**src/sv/swa_pkg.sv**
```systemverilog
`default_nettype none
// ----------------------------------------------------------------------------
// swa_pkg
// Shared types and codes of the split-word read-modify-write ALU.
// ----------------------------------------------------------------------------
package swa_pkg;

  // Request codes; codes above REQ_SHR do nothing
  typedef enum logic [3:0] {
    REQ_WRITE = 4'd0,
    REQ_READ  = 4'd1,
    REQ_ADD   = 4'd2,
    REQ_SUB   = 4'd3,
    REQ_MUL   = 4'd4,
    REQ_DIV   = 4'd5,
    REQ_MOD   = 4'd6,
    REQ_SHL   = 4'd7,
    REQ_SHR   = 4'd8
  } req_e;

  // Sequencer states of the top level
  typedef enum logic [3:0] {
    ST_IDLE,
    ST_RD_LO,
    ST_RD_HI,
    ST_EXEC,
    ST_DIV,
    ST_WB_LO,
    ST_WB_HI,
    ST_DONE
  } state_e;

  // Command into the divider
  typedef struct packed {
    logic        start;
    logic [31:0] dividend;
    logic [31:0] divisor;
  } div_cmd_t;

  // Answer from the divider
  typedef struct packed {
    logic        done;
    logic [31:0] quotient;
    logic [31:0] remainder;
  } div_rsp_t;

endpackage
`default_nettype wire

```
**src/sv/swa_div.sv**
```systemverilog
`default_nettype none
// ----------------------------------------------------------------------------
// swa_div
// Radix-2 restoring divider, 32-bit unsigned, one quotient bit per cycle.
// ----------------------------------------------------------------------------
module swa_div
  import swa_pkg::*;
(
  input  logic     clk_i,
  input  logic     rst_ni,
  input  div_cmd_t cmd_i,
  output div_rsp_t rsp_o
);

  logic        busy_q, busy_d;
  logic        done_q, done_d;
  logic [4:0]  cnt_q, cnt_d;
  logic [31:0] rem_q, rem_d;
  logic [31:0] quo_q, quo_d;
  logic [31:0] dvs_q, dvs_d;
  logic [32:0] trial;

  // one shift-subtract step per cycle
  always_comb begin
    busy_d = busy_q;
    done_d = 1'b0;
    cnt_d  = cnt_q;
    rem_d  = rem_q;
    quo_d  = quo_q;
    dvs_d  = dvs_q;
    trial  = {rem_q, quo_q[31]} - {1'b0, dvs_q};
    if (cmd_i.start) begin
      busy_d = 1'b1;
      cnt_d  = '0;
      rem_d  = '0;
      quo_d  = cmd_i.dividend;
      dvs_d  = cmd_i.divisor;
    end else if (busy_q) begin
      if (!trial[32]) begin
        rem_d = trial[31:0];
      end else begin
        rem_d = {rem_q[30:0], quo_q[31]};
      end
      quo_d = {quo_q[30:0], ~trial[32]};
      cnt_d = cnt_q + 5'd1;
      if (cnt_q == 5'd31) begin
        busy_d = 1'b0;
        done_d = 1'b1;
      end
    end
  end

  // control
  always_ff @(posedge clk_i or negedge rst_ni) begin
    if (!rst_ni) begin
      busy_q <= 1'b0;
      done_q <= 1'b0;
      cnt_q  <= '0;
    end else begin
      busy_q <= busy_d;
      done_q <= done_d;
      cnt_q  <= cnt_d;
    end
  end

  // datapath
  always_ff @(posedge clk_i) begin
    rem_q <= rem_d;
    quo_q <= quo_d;
    dvs_q <= dvs_d;
  end

  assign rsp_o.done      = done_q;
  assign rsp_o.quotient  = quo_q;
  assign rsp_o.remainder = rem_q;

endmodule
`default_nettype wire

```
**config.mk**
```make
export PLATFORM = sky130hd
export DESIGN_NAME = swa_div
export DESIGN_NICKNAME = d
export VERILOG_FILES = /design/src/sv/swa_pkg.sv /design/src/sv/swa_div.sv
export SDC_FILE = /design/constraint.sdc
export NUM_CORES = 1
export LEC_CHECK = 0
export ABC_AREA = 1
export CORE_MARGIN = 1.5
export CORE_UTILIZATION = 60
export CTS_CLUSTER_DIAMETER = 120
export DETAILED_ROUTE_END_ITERATION = 7
export DONT_BUFFER_PORTS = 1
export GPL_TIMING_DRIVEN = 0
export PLACE_DENSITY_LB_ADDON = 0.05
export REMOVE_ABC_BUFFERS = 1
export SYNTH_ARGS = -nofsm -noshare
export SYNTH_HDL_FRONTEND = slang
export SYNTH_SLANG_ARGS = --single-unit
```
**constraint.sdc**
```tcl
create_clock -name clk_i -period 2.8 [get_ports clk_i]
set_input_delay 0.56 -clock clk_i [delete_from_list [all_inputs] [get_ports clk_i]]
set_output_delay 0.56 -clock clk_i [all_outputs]
set_load 0.05 [all_outputs]
```
==> flow_metrics.py, run 1 <==
metrics = {
    "critical_path": {
        "timing.critical_path.buf_inv": 2,
        "most_prevalent_standard_cell_on_the_critical_path": "nand2_2",
        "critPathKind": "register to register",
        "critical_path.startpoint_type": "register",
        "critical_path.endpoint_type": "register",
        "cp_data_arrival_time_ps": 3080,
        "timing.critical_path.slowest_cell_delay_ps": 670,
        "cp_top_family": "simple AND/OR/NAND/NOR gates",
        "r2r_path_start": "quo_q[31]",
        "timing.critical_path.slowest_stage_cell": "edfxtp_1",
        "crit_required_ps": 3120,
        "crit_path_max_fanout": 9,
        "cp_cell_sequence": "inv_2 -> ha_4 -> fa_2 -> inv_2 -> nand2_2 -> nand2_2 -> nand3_2 -> nand2_2 -> nand2_2 -> nand2_2 -> nand2_4 -> nand3_4 -> nand2_8 -> nand2_1 -> nand3_1 -> nand2_1",
        "worst_setup_path_startpoint": "quo_q[31]",
    },
    "timing": {
        "setup_violations": 0,
        "fmaxAchievable_mhz": 361,
        "maximum_clock_skew_at_final_layout_ps": 11.4,
        "timing_max_transition_violations_final": 0,
        "worst_slew_pin_slew_ps": 1180,
        "rsz0062_at_grt": "yes",
        "hold_ws_ps": 273,
        "layout_worst_path_cycle_share_pct": 98.8,
        "timing.slew.headroom_pct": 21.3,
        "timing.final.hold_violations": 0,
        "layout_setup_ws_ps": 32.4,
        "fin_crit_ps": 2770,
    },
    "finish": {
        "insertedDiodeCount": 0,
        "post-route-util_pct": 69.8,
        "area_of_the_multi_input_gates_mm2": 0.00359,
        "area.growth.synth_to_final_pct": 11.9,
        "drive_gt1_share_pct": 10.6,
        "final-seq-area_mm2": 0.00276,
        "finish.net_count": 1137,
        "n_fill_cell": 967,
    },
    "placed_design": {
        "post_detail_place_hpwl_um": 11600,
        "placement.io_buffers": 0,
        "place_ws_ps": -373,
        "finalWeightedCongestion": 0.933,
    },
    "clock_tree": {
        "clkSlewWorstSetupHoldPaths_ps": 80,
        "root_buffer": "clkbuf_16",
        "cts-root-to-sink-buffers": 2,
        "tritoncts_clock_tree": "built",
        "htree_levels": 3,
        "clock_sinks": 103,
        "cts_made_buffers": 9,
        "clock_insertion_delay_worst_skew_ps": 370,
    },
    "floorplanning": {
        "io_pins": 132,
        "die_width_um": 110,
        "row_count": 38,
        "design.die.area_mm2": 0.0121,
        "die-height_um": 110,
        "core_mm2": 0.0110,
        "initial_utilization_pct": 62.4,
    },
    "routing": {
        "routed_via_count_divided_by_cell_count": 5.10,
        "wire_per_inst_um": 14.9,
        "number_of_iterations_in_the_first_detailed_routing_pass": 5,
        "initialDrtViolationCount": 380,
        "drt_drc_violations_left": 0,
        "routed_wire_length_um": 17500,
        "via_count": 6022,
        "postRouteAntennaNets": 0,
    },
    "synthesis": {
        "number_of_enable_type_register_cells_in_the_synthesized_netlist": 64,
        "synth.cell_area_mm2": 0.00688,
        "syn_area_per_cell_um2": 6.68,
        "yosys_warnings": 0,
        "post_synth_num_cell_types": 34,
        "top_cells_by_area_in_the_synthesized_netlist": "edfxtp_1, nand2_1, inv_1",
        "postSynthRegisterBits": 103,
        "yosys.area.top_type": "edfxtp_1",
        "ys_top_cells_by_count": "nand2_1, inv_1, edfxtp_1",
        "yosysSeqAreaShare_pct": 39.8,
        "synth_top_area_share_pct": 27.9,
        "synth.most_common_cell": "nand2_1",
        "synth-async-reset-ratio_pct": 6.80,
        "netlist_instances": 1030,
        "postSynth.topFlopCell": "edfxtp_1",
    },
    "pwr": {
        "vdd_ir_drop_max_uv": 530,
        "static-leakage-power_nw": 4.13,
        "pwr_density_cell_mw_per_mm2": 489,
    },
    "global_routing": {
        "grt_antenna_before_repair": 0,
        "globalRouteTotalUtil_pct": 29.7,
        "first_global_vias": 5566,
        "grt_start_max_net_pins": 73,
        "grt_overflow_total": 0,
        "global_route_wire_length_before_repair_um": 26900,
    },
    "outcome": {
        "run_status": "completed",
    },
    "flow_run": {
        "max_cap_viol_count": 0,
    },
    "worst_hold_path": {
        "hold_path_startpoint": "cmd_i[64]",
        "hold_path.class": "input port to register",
    },
}
==> area by class of cell <==
type                            instances  share of cell area [%]
Multi-Input combinational cell        701                    46.7
Clock inverter                          7                    1.32
Clock buffer                            9                    2.92
Inverter                              214                    10.4
Sequential cell                       103                    35.8
Timing Repair Buffer                    6                   0.617
Tap cell                              140                    2.27
==> worst reg2reg max path, stage by stage, from the launching register on <==
cell and delay, ps:
edfxtp_1 670, inv_2 120, ha_4 190, fa_2 390, inv_2 80, nand2_2 40
nand2_2 90, nand3_2 70, nand2_2 100, nand2_2 70, nand2_2 90, nand2_4 100
nand3_4 250, nand2_8 150, nand2_1 90, nand3_1 110, nand2_1 100
==> layout by cell type, fill, tap and decap left out, types with 2 or more instances in the layout <==
| cell | instances |
|---|---|
| o21ai_1 | 5 |
| ha_1 | 33 |
| dfxtp_1 | 18 |
| bufinv_16 | 2 |
| xnor2_1 | 11 |
| nand3_2 | 9 |
| nor2_4 | 2 |
| inv_6 | 2 |
| a21oi_1 | 18 |
| nand2_8 | 11 |
| edfxtp_1 | 64 |
| nand4_1 | 6 |
| nand2_2 | 26 |
| nand3_4 | 2 |
| nor3_1 | 15 |
| xor2_1 | 4 |
| nand2_1 | 442 |
| nand3_1 | 46 |
| and3_1 | 2 |
| nand2_4 | 2 |
| buf_4 | 5 |
| dfxtp_2 | 14 |
| inv_2 | 12 |
| dfrtp_1 | 7 |
| and2_1 | 6 |
| nor2_1 | 42 |
| inv_1 | 200 |
| o21ai_0 | 2 |
| nor2_2 | 6 |
| clkinv_1 | 3 |
| clkbuf_16 | 9 |
==> power by group <==
| group | leakage, nW | total [mW] | switching, mW | internal, mW |
|---|---|---|---|---|
| Sequential | 1.02 | 1.96 | 0.240 | 1.72 |
| Clock | 0.160 | 1.41 | 0.611 | 0.795 |
| Combinational | 2.95 | 0.402 | 0.260 | 0.142 |
| Total | 4.13 | 3.76 | 1.11 | 2.65 |
==> path summary, 6_finish.rpt <==
check,endpoint,slack (ps),cells past startpoint
worst max-delay path,rem_q[10],30,16
worst min-delay path,done_q,270,1
worst max register to register,rem_q[10],30,16
worst min register to register,cnt_q[4],580,1
max in group asynchronous,done_q,2000,1
min in group asynchronous,cnt_q[1],540,1
==> kinds of logic (layout without fill, tap and decap cells) <==
kind of cell | count (synthesis) | after routing | share of synthesized area [%]
buf+inv | 233 | 236 | 13.3
xor+xnor | 15 | 15 | 1.91
flops | 103 | 103 | 39.8
simple gates | 613 | 620 | 36.1
compound gates | 31 | 31 | 2.40
fa+ha+maj | 35 | 35 | 6.47
==> metal layers <==
layer / vias to the layer above / GRT usage (%) / wire (um)
met1: 2656 / 37.2 / 7790
met3: 33 / 7.70 / 1270
li1: 3124 / - / -
met4: 0 / 13.7 / 461
met2: 209 / 48.1 / 8020
met5: - / 0 / 0
==> through the flow <==
step,cells,cell area (um^2),power (mW),setup TNS [ps]
after floorplan,1011,6770,2.27,-2500
after global placement,1151,6940,2.35,-60950
after detailed placement,1151,6960,2.36,-10390
after CTS,1175,7510,3.75,0
after global routing,1180,7700,3.88,-1990
final,1180,7700,3.76,0
==> flip-flops by register name, summed over array words and instances (netlist names) <==
signal,count
quo_q,32
cnt_q,5
done_q,1
busy_q,1
rem_q,32
dvs_q,32
==> what timing repair did <==
| item | CTS | global route |
|---|---|---|
| pin swaps | 4 | 15 |
| hold buffers | 1 | 0 |
| hold endpoints to repair | 7 | 0 |
| gates cloned | 6 | 1 |
| resized for setup | 27 | 48 |
| buffers inserted | 1 | 4 |
| endpoints found under the setup margin | 33 | 33 |
No activity file was read; power rests on OpenSTA's default activity.
==> run 2: changes to the inputs <==
--- a/config.mk
+++ b/config.mk
@@ -5,7 +5,7 @@
 export SDC_FILE = /design/constraint.sdc
 export NUM_CORES = 1
 export LEC_CHECK = 0
-export ABC_AREA = 1
+export ABC_AREA = 0
 export CORE_MARGIN = 1.5
 export CORE_UTILIZATION = 60
 export CTS_CLUSTER_DIAMETER = 120
==> run 2 against run 1 <==
The run now ends with setup timing left. Hold slack worse by 27 ps. Area after synthesis down 16%. Cell area down 17%. Clock-buffer cell count up 1. Non-clock buffer count up 14. First-iteration DRC count down 58%. Global-route usage down 7.5 points. Sequential power up 54%. Clock skew about the same. Clock power down 36%. Total power up 76%. Critical path type unchanged. Largest power group unchanged. Highest routed layer unchanged.
==> flow_metrics.py, run 2 <==
metrics = {
    "outcome": {
        "run_status": "finished with violations",
        "violated_checks": "setup timing",
    },
    "pwr": {
        "switching_share_pct": 45.0,
        "share_of_total_power_in_the_clock_network_pct": 13.6,
        "vdd_ir_drop_max_uv": 571,
        "net-switching-power_mw": 2.98,
        "static-leakage-power_nw": 2.68,
        "power_mw": 6.62,
        "pwr_density_cell_mw_per_mm2": 1040,
        "power.share.combinational_pct": 40.8,
        "internal_power_summed_over_all_cells_mw": 3.64,
        "p_seq_share_pct": 45.6,
    },
    "finish": {
        "finish.net_count": 639,
        "final_common_cell": "edfxtp_1",
        "area.growth.synth_to_final_pct": 10.2,
        "final_design_area_no_fill_mm2": 0.00636,
        "registers_with_the_most_flip_flops": "dvs_q: 32 flops, quo_q: 32 flops, rem_q: 32 flops",
        "insertedDiodeCount": 0,
        "drive_gt1_share_pct": 17.0,
        "layout.cells.most_common_list": "edfxtp_1, nor2_1, inv_1",
        "layoutNonFillerInstCount": 671,
    },
    "critical_path": {
        "critPathCapture": "rem_q[31]",
        "crit_required_ps": 3090,
        "r2r_cells": 14,
        "worst_setup_path_startpoint": "quo_q[31]",
        "crit_path_max_fanout": 9,
        "r2r_setup_slack_ps": -1300,
        "critPathKind": "register to register",
        "cp_data_arrival_time_ps": 4390,
        "most_prevalent_standard_cell_on_the_critical_path": "a2111o_1",
        "critical_path.startpoint_type": "register",
        "cp_cell_sequence": "inv_2 -> ha_4 -> fa_2 -> nand2b_4 -> a21o_1 -> a2111o_1 -> a2111o_1 -> a211oi_4 -> a41oi_2 -> xnor2_4 -> buf_4 -> clkbuf_16 -> nand2b_1 -> a311oi_1",
        "critical_path.endpoint_type": "register",
        "timing.critical_path.slowest_cell_delay_ps": 680,
        "timing.critical_path.slowest_stage_cell": "edfxtp_1",
        "r2r-end": "rem_q[31]",
        "r2r_path_start": "quo_q[31]",
    },
    "synthesis": {
        "synth_top_area_share_pct": 33.3,
        "number_of_enable_type_register_cells_in_the_synthesized_netlist": 64,
        "syn_area_per_cell_um2": 10.9,
        "yosysSeqAreaShare_pct": 47.4,
        "top_cells_by_area_in_the_synthesized_netlist": "edfxtp_1, dfxtp_1, ha_1",
        "synth-async-reset-ratio_pct": 6.80,
        "yosys_warnings": 0,
        "ys_top_cells_by_count": "edfxtp_1, nor2_1, inv_1",
        "netlist_instances": 529,
        "postSynthRegisterBits": 103,
        "post_synth_num_cell_types": 50,
        "postSynth.topFlopCell": "edfxtp_1",
        "yosys.area.top_type": "edfxtp_1",
        "synth.most_common_cell": "edfxtp_1",
        "synth.cell_area_mm2": 0.00578,
    },
    "timing": {
        "hold_ws_ps": 246,
        "timing.final.hold_violations": 0,
        "worst_slew_pin_slew_ps": 719,
        "maximum_clock_skew_at_final_layout_ps": 11.4,
        "setup_violations": 33,
        "layout_worst_path_cycle_share_pct": 146,
        "timing.setup.tns_ps": -41030,
        "rsz0062_at_grt": "yes",
        "layout_setup_ws_ps": -1300,
        "timing_max_transition_violations_final": 0,
        "fin_crit_ps": 4100,
        "timing.slew.headroom_pct": 52.0,
        "fmaxAchievable_mhz": 244,
    },
    "routing": {
        "routed_via_count_divided_by_cell_count": 5.88,
        "drt_drc_violations_left": 0,
        "wire_per_inst_um": 17.2,
        "routed_wire_length_um": 11500,
        "initialDrtViolationCount": 158,
        "postRouteAntennaNets": 0,
        "via_count": 3947,
        "number_of_iterations_in_the_first_detailed_routing_pass": 4,
    },
    "clock_tree": {
        "clock_insertion_delay_worst_skew_ps": 380,
        "root_buffer": "clkbuf_8",
        "clkSlewWorstSetupHoldPaths_ps": 100,
        "htree_levels": 3,
        "clock_sinks": 103,
        "cts-root-to-sink-buffers": 2,
        "tritoncts_clock_tree": "built",
        "cts_made_buffers": 9,
    },
    "global_routing": {
        "first_global_vias": 3822,
        "grt_start_max_net_pins": 105,
        "global_route_wire_length_before_repair_um": 17800,
        "grt_overflow_total": 0,
        "grt_antenna_before_repair": 0,
        "globalRouteTotalUtil_pct": 22.3,
    },
    "floorplanning": {
        "row_count": 35,
        "die_width_um": 101,
        "die-height_um": 101,
        "design.die.area_mm2": 0.0102,
        "core_mm2": 0.00928,
        "initial_utilization_pct": 62.2,
        "io_pins": 132,
    },
    "placed_design": {
        "finalWeightedCongestion": 0.810,
        "postPlaceCellArea_mm2": 0.00587,
        "numPlacedInstances": 637,
        "placement.io_buffers": 0,
        "post_detail_place_hpwl_um": 7790,
    },
    "flow_run": {
        "max_cap_viol_count": 0,
    },
    "worst_hold_path": {
        "hold_path.class": "input port to register",
    },
}
==> run 2: critical path, delay by kind of cell (launching register included) <==
kind	cells	cell delay, ps
adder cells (fa/ha/maj)	2	530
flip-flops	1	680
buffers and inverters	3	440
AO/OA/AOI/OAI	6	1870
AND/OR/NAND/NOR	2	290
XOR/XNOR	1	190
==> run 2: how the worst min path moves through the flow <==
stage	start	to	slack, ps	depth (start not counted)
4_1_cts	cmd_i[64]	cnt_q[1]	220	1
5_1_grt	cmd_i[64]	cnt_q[0]	210	1
6_report	cmd_i[64]	cnt_q[0]	250	1
3_3_place_gp	rst_ni	cnt_q[0]	260	0
3_5_place_dp	rst_ni	cnt_q[0]	260	0
2_1_floorplan	rst_ni	busy_q	260	0
==> run 2: area by class of cell <==
type	instances	area [um^2]
tap	129	161
sequential	103	2740
timing repair buffer	20	245
multi-input combinational	359	2860
fill	753	2920
inverter	44	165
clock inverter	6	65.1
clock buffer	10	128
==> run 2: kinds of logic (layout without fill, tap and decap cells) <==
kind of cell,count (synthesis),in the layout,share of synthesized area (%)
buf+inv,67,80,4.81
xor+xnor,30,30,4.87
compound gates,121,121,14.7
mux,64,64,11.9
flops,103,103,47.4
simple gates,109,109,8.64
fa+ha+maj,35,35,7.71
==> run 2: power by group through the flow <==
stage / Clock, mW / Combinational [mW] / Sequential (mW)
6_report: 0.900 / 2.70 / 3.02
5_1_grt: 0.975 / 2.95 / 3.06
4_1_cts: 0.931 / 2.48 / 3.01
3_5_place_dp: 0 / 2.24 / 3.04
3_3_place_gp: 0 / 2.13 / 3.04
2_1_floorplan: 0 / 1.84 / 2.95
==> run 2: per-layer routing <==
layer	share of wire, %	vias to the layer above	global-route usage, %
met5	0	-	0
met4	1.3	0	6.62
met3	7.8	13	7.98
met2	48	125	37.0
met1	43	1852	27.4
li1	-	1957	-
==> run 2: stage by stage <==
step,utilization (%),setup slack [ps]
2_1_floorplan,-,-1870
3_3_place_gp,62.7,-2540
3_5_place_dp,63.3,-2290
4_1_cts,67.2,-1320
5_1_grt,68.5,-1460
6_report,68.5,-1300
==> run 2: what timing repair did <==
item                       4_1_cts  5_1_grt
pin swaps                       24       21
setup endpoints to repair       33       33
gates resized for setup         12       13
hold endpoints to repair         7        0
cloned                           1        1
hold buffers                     1        0
buffers inserted                10        5
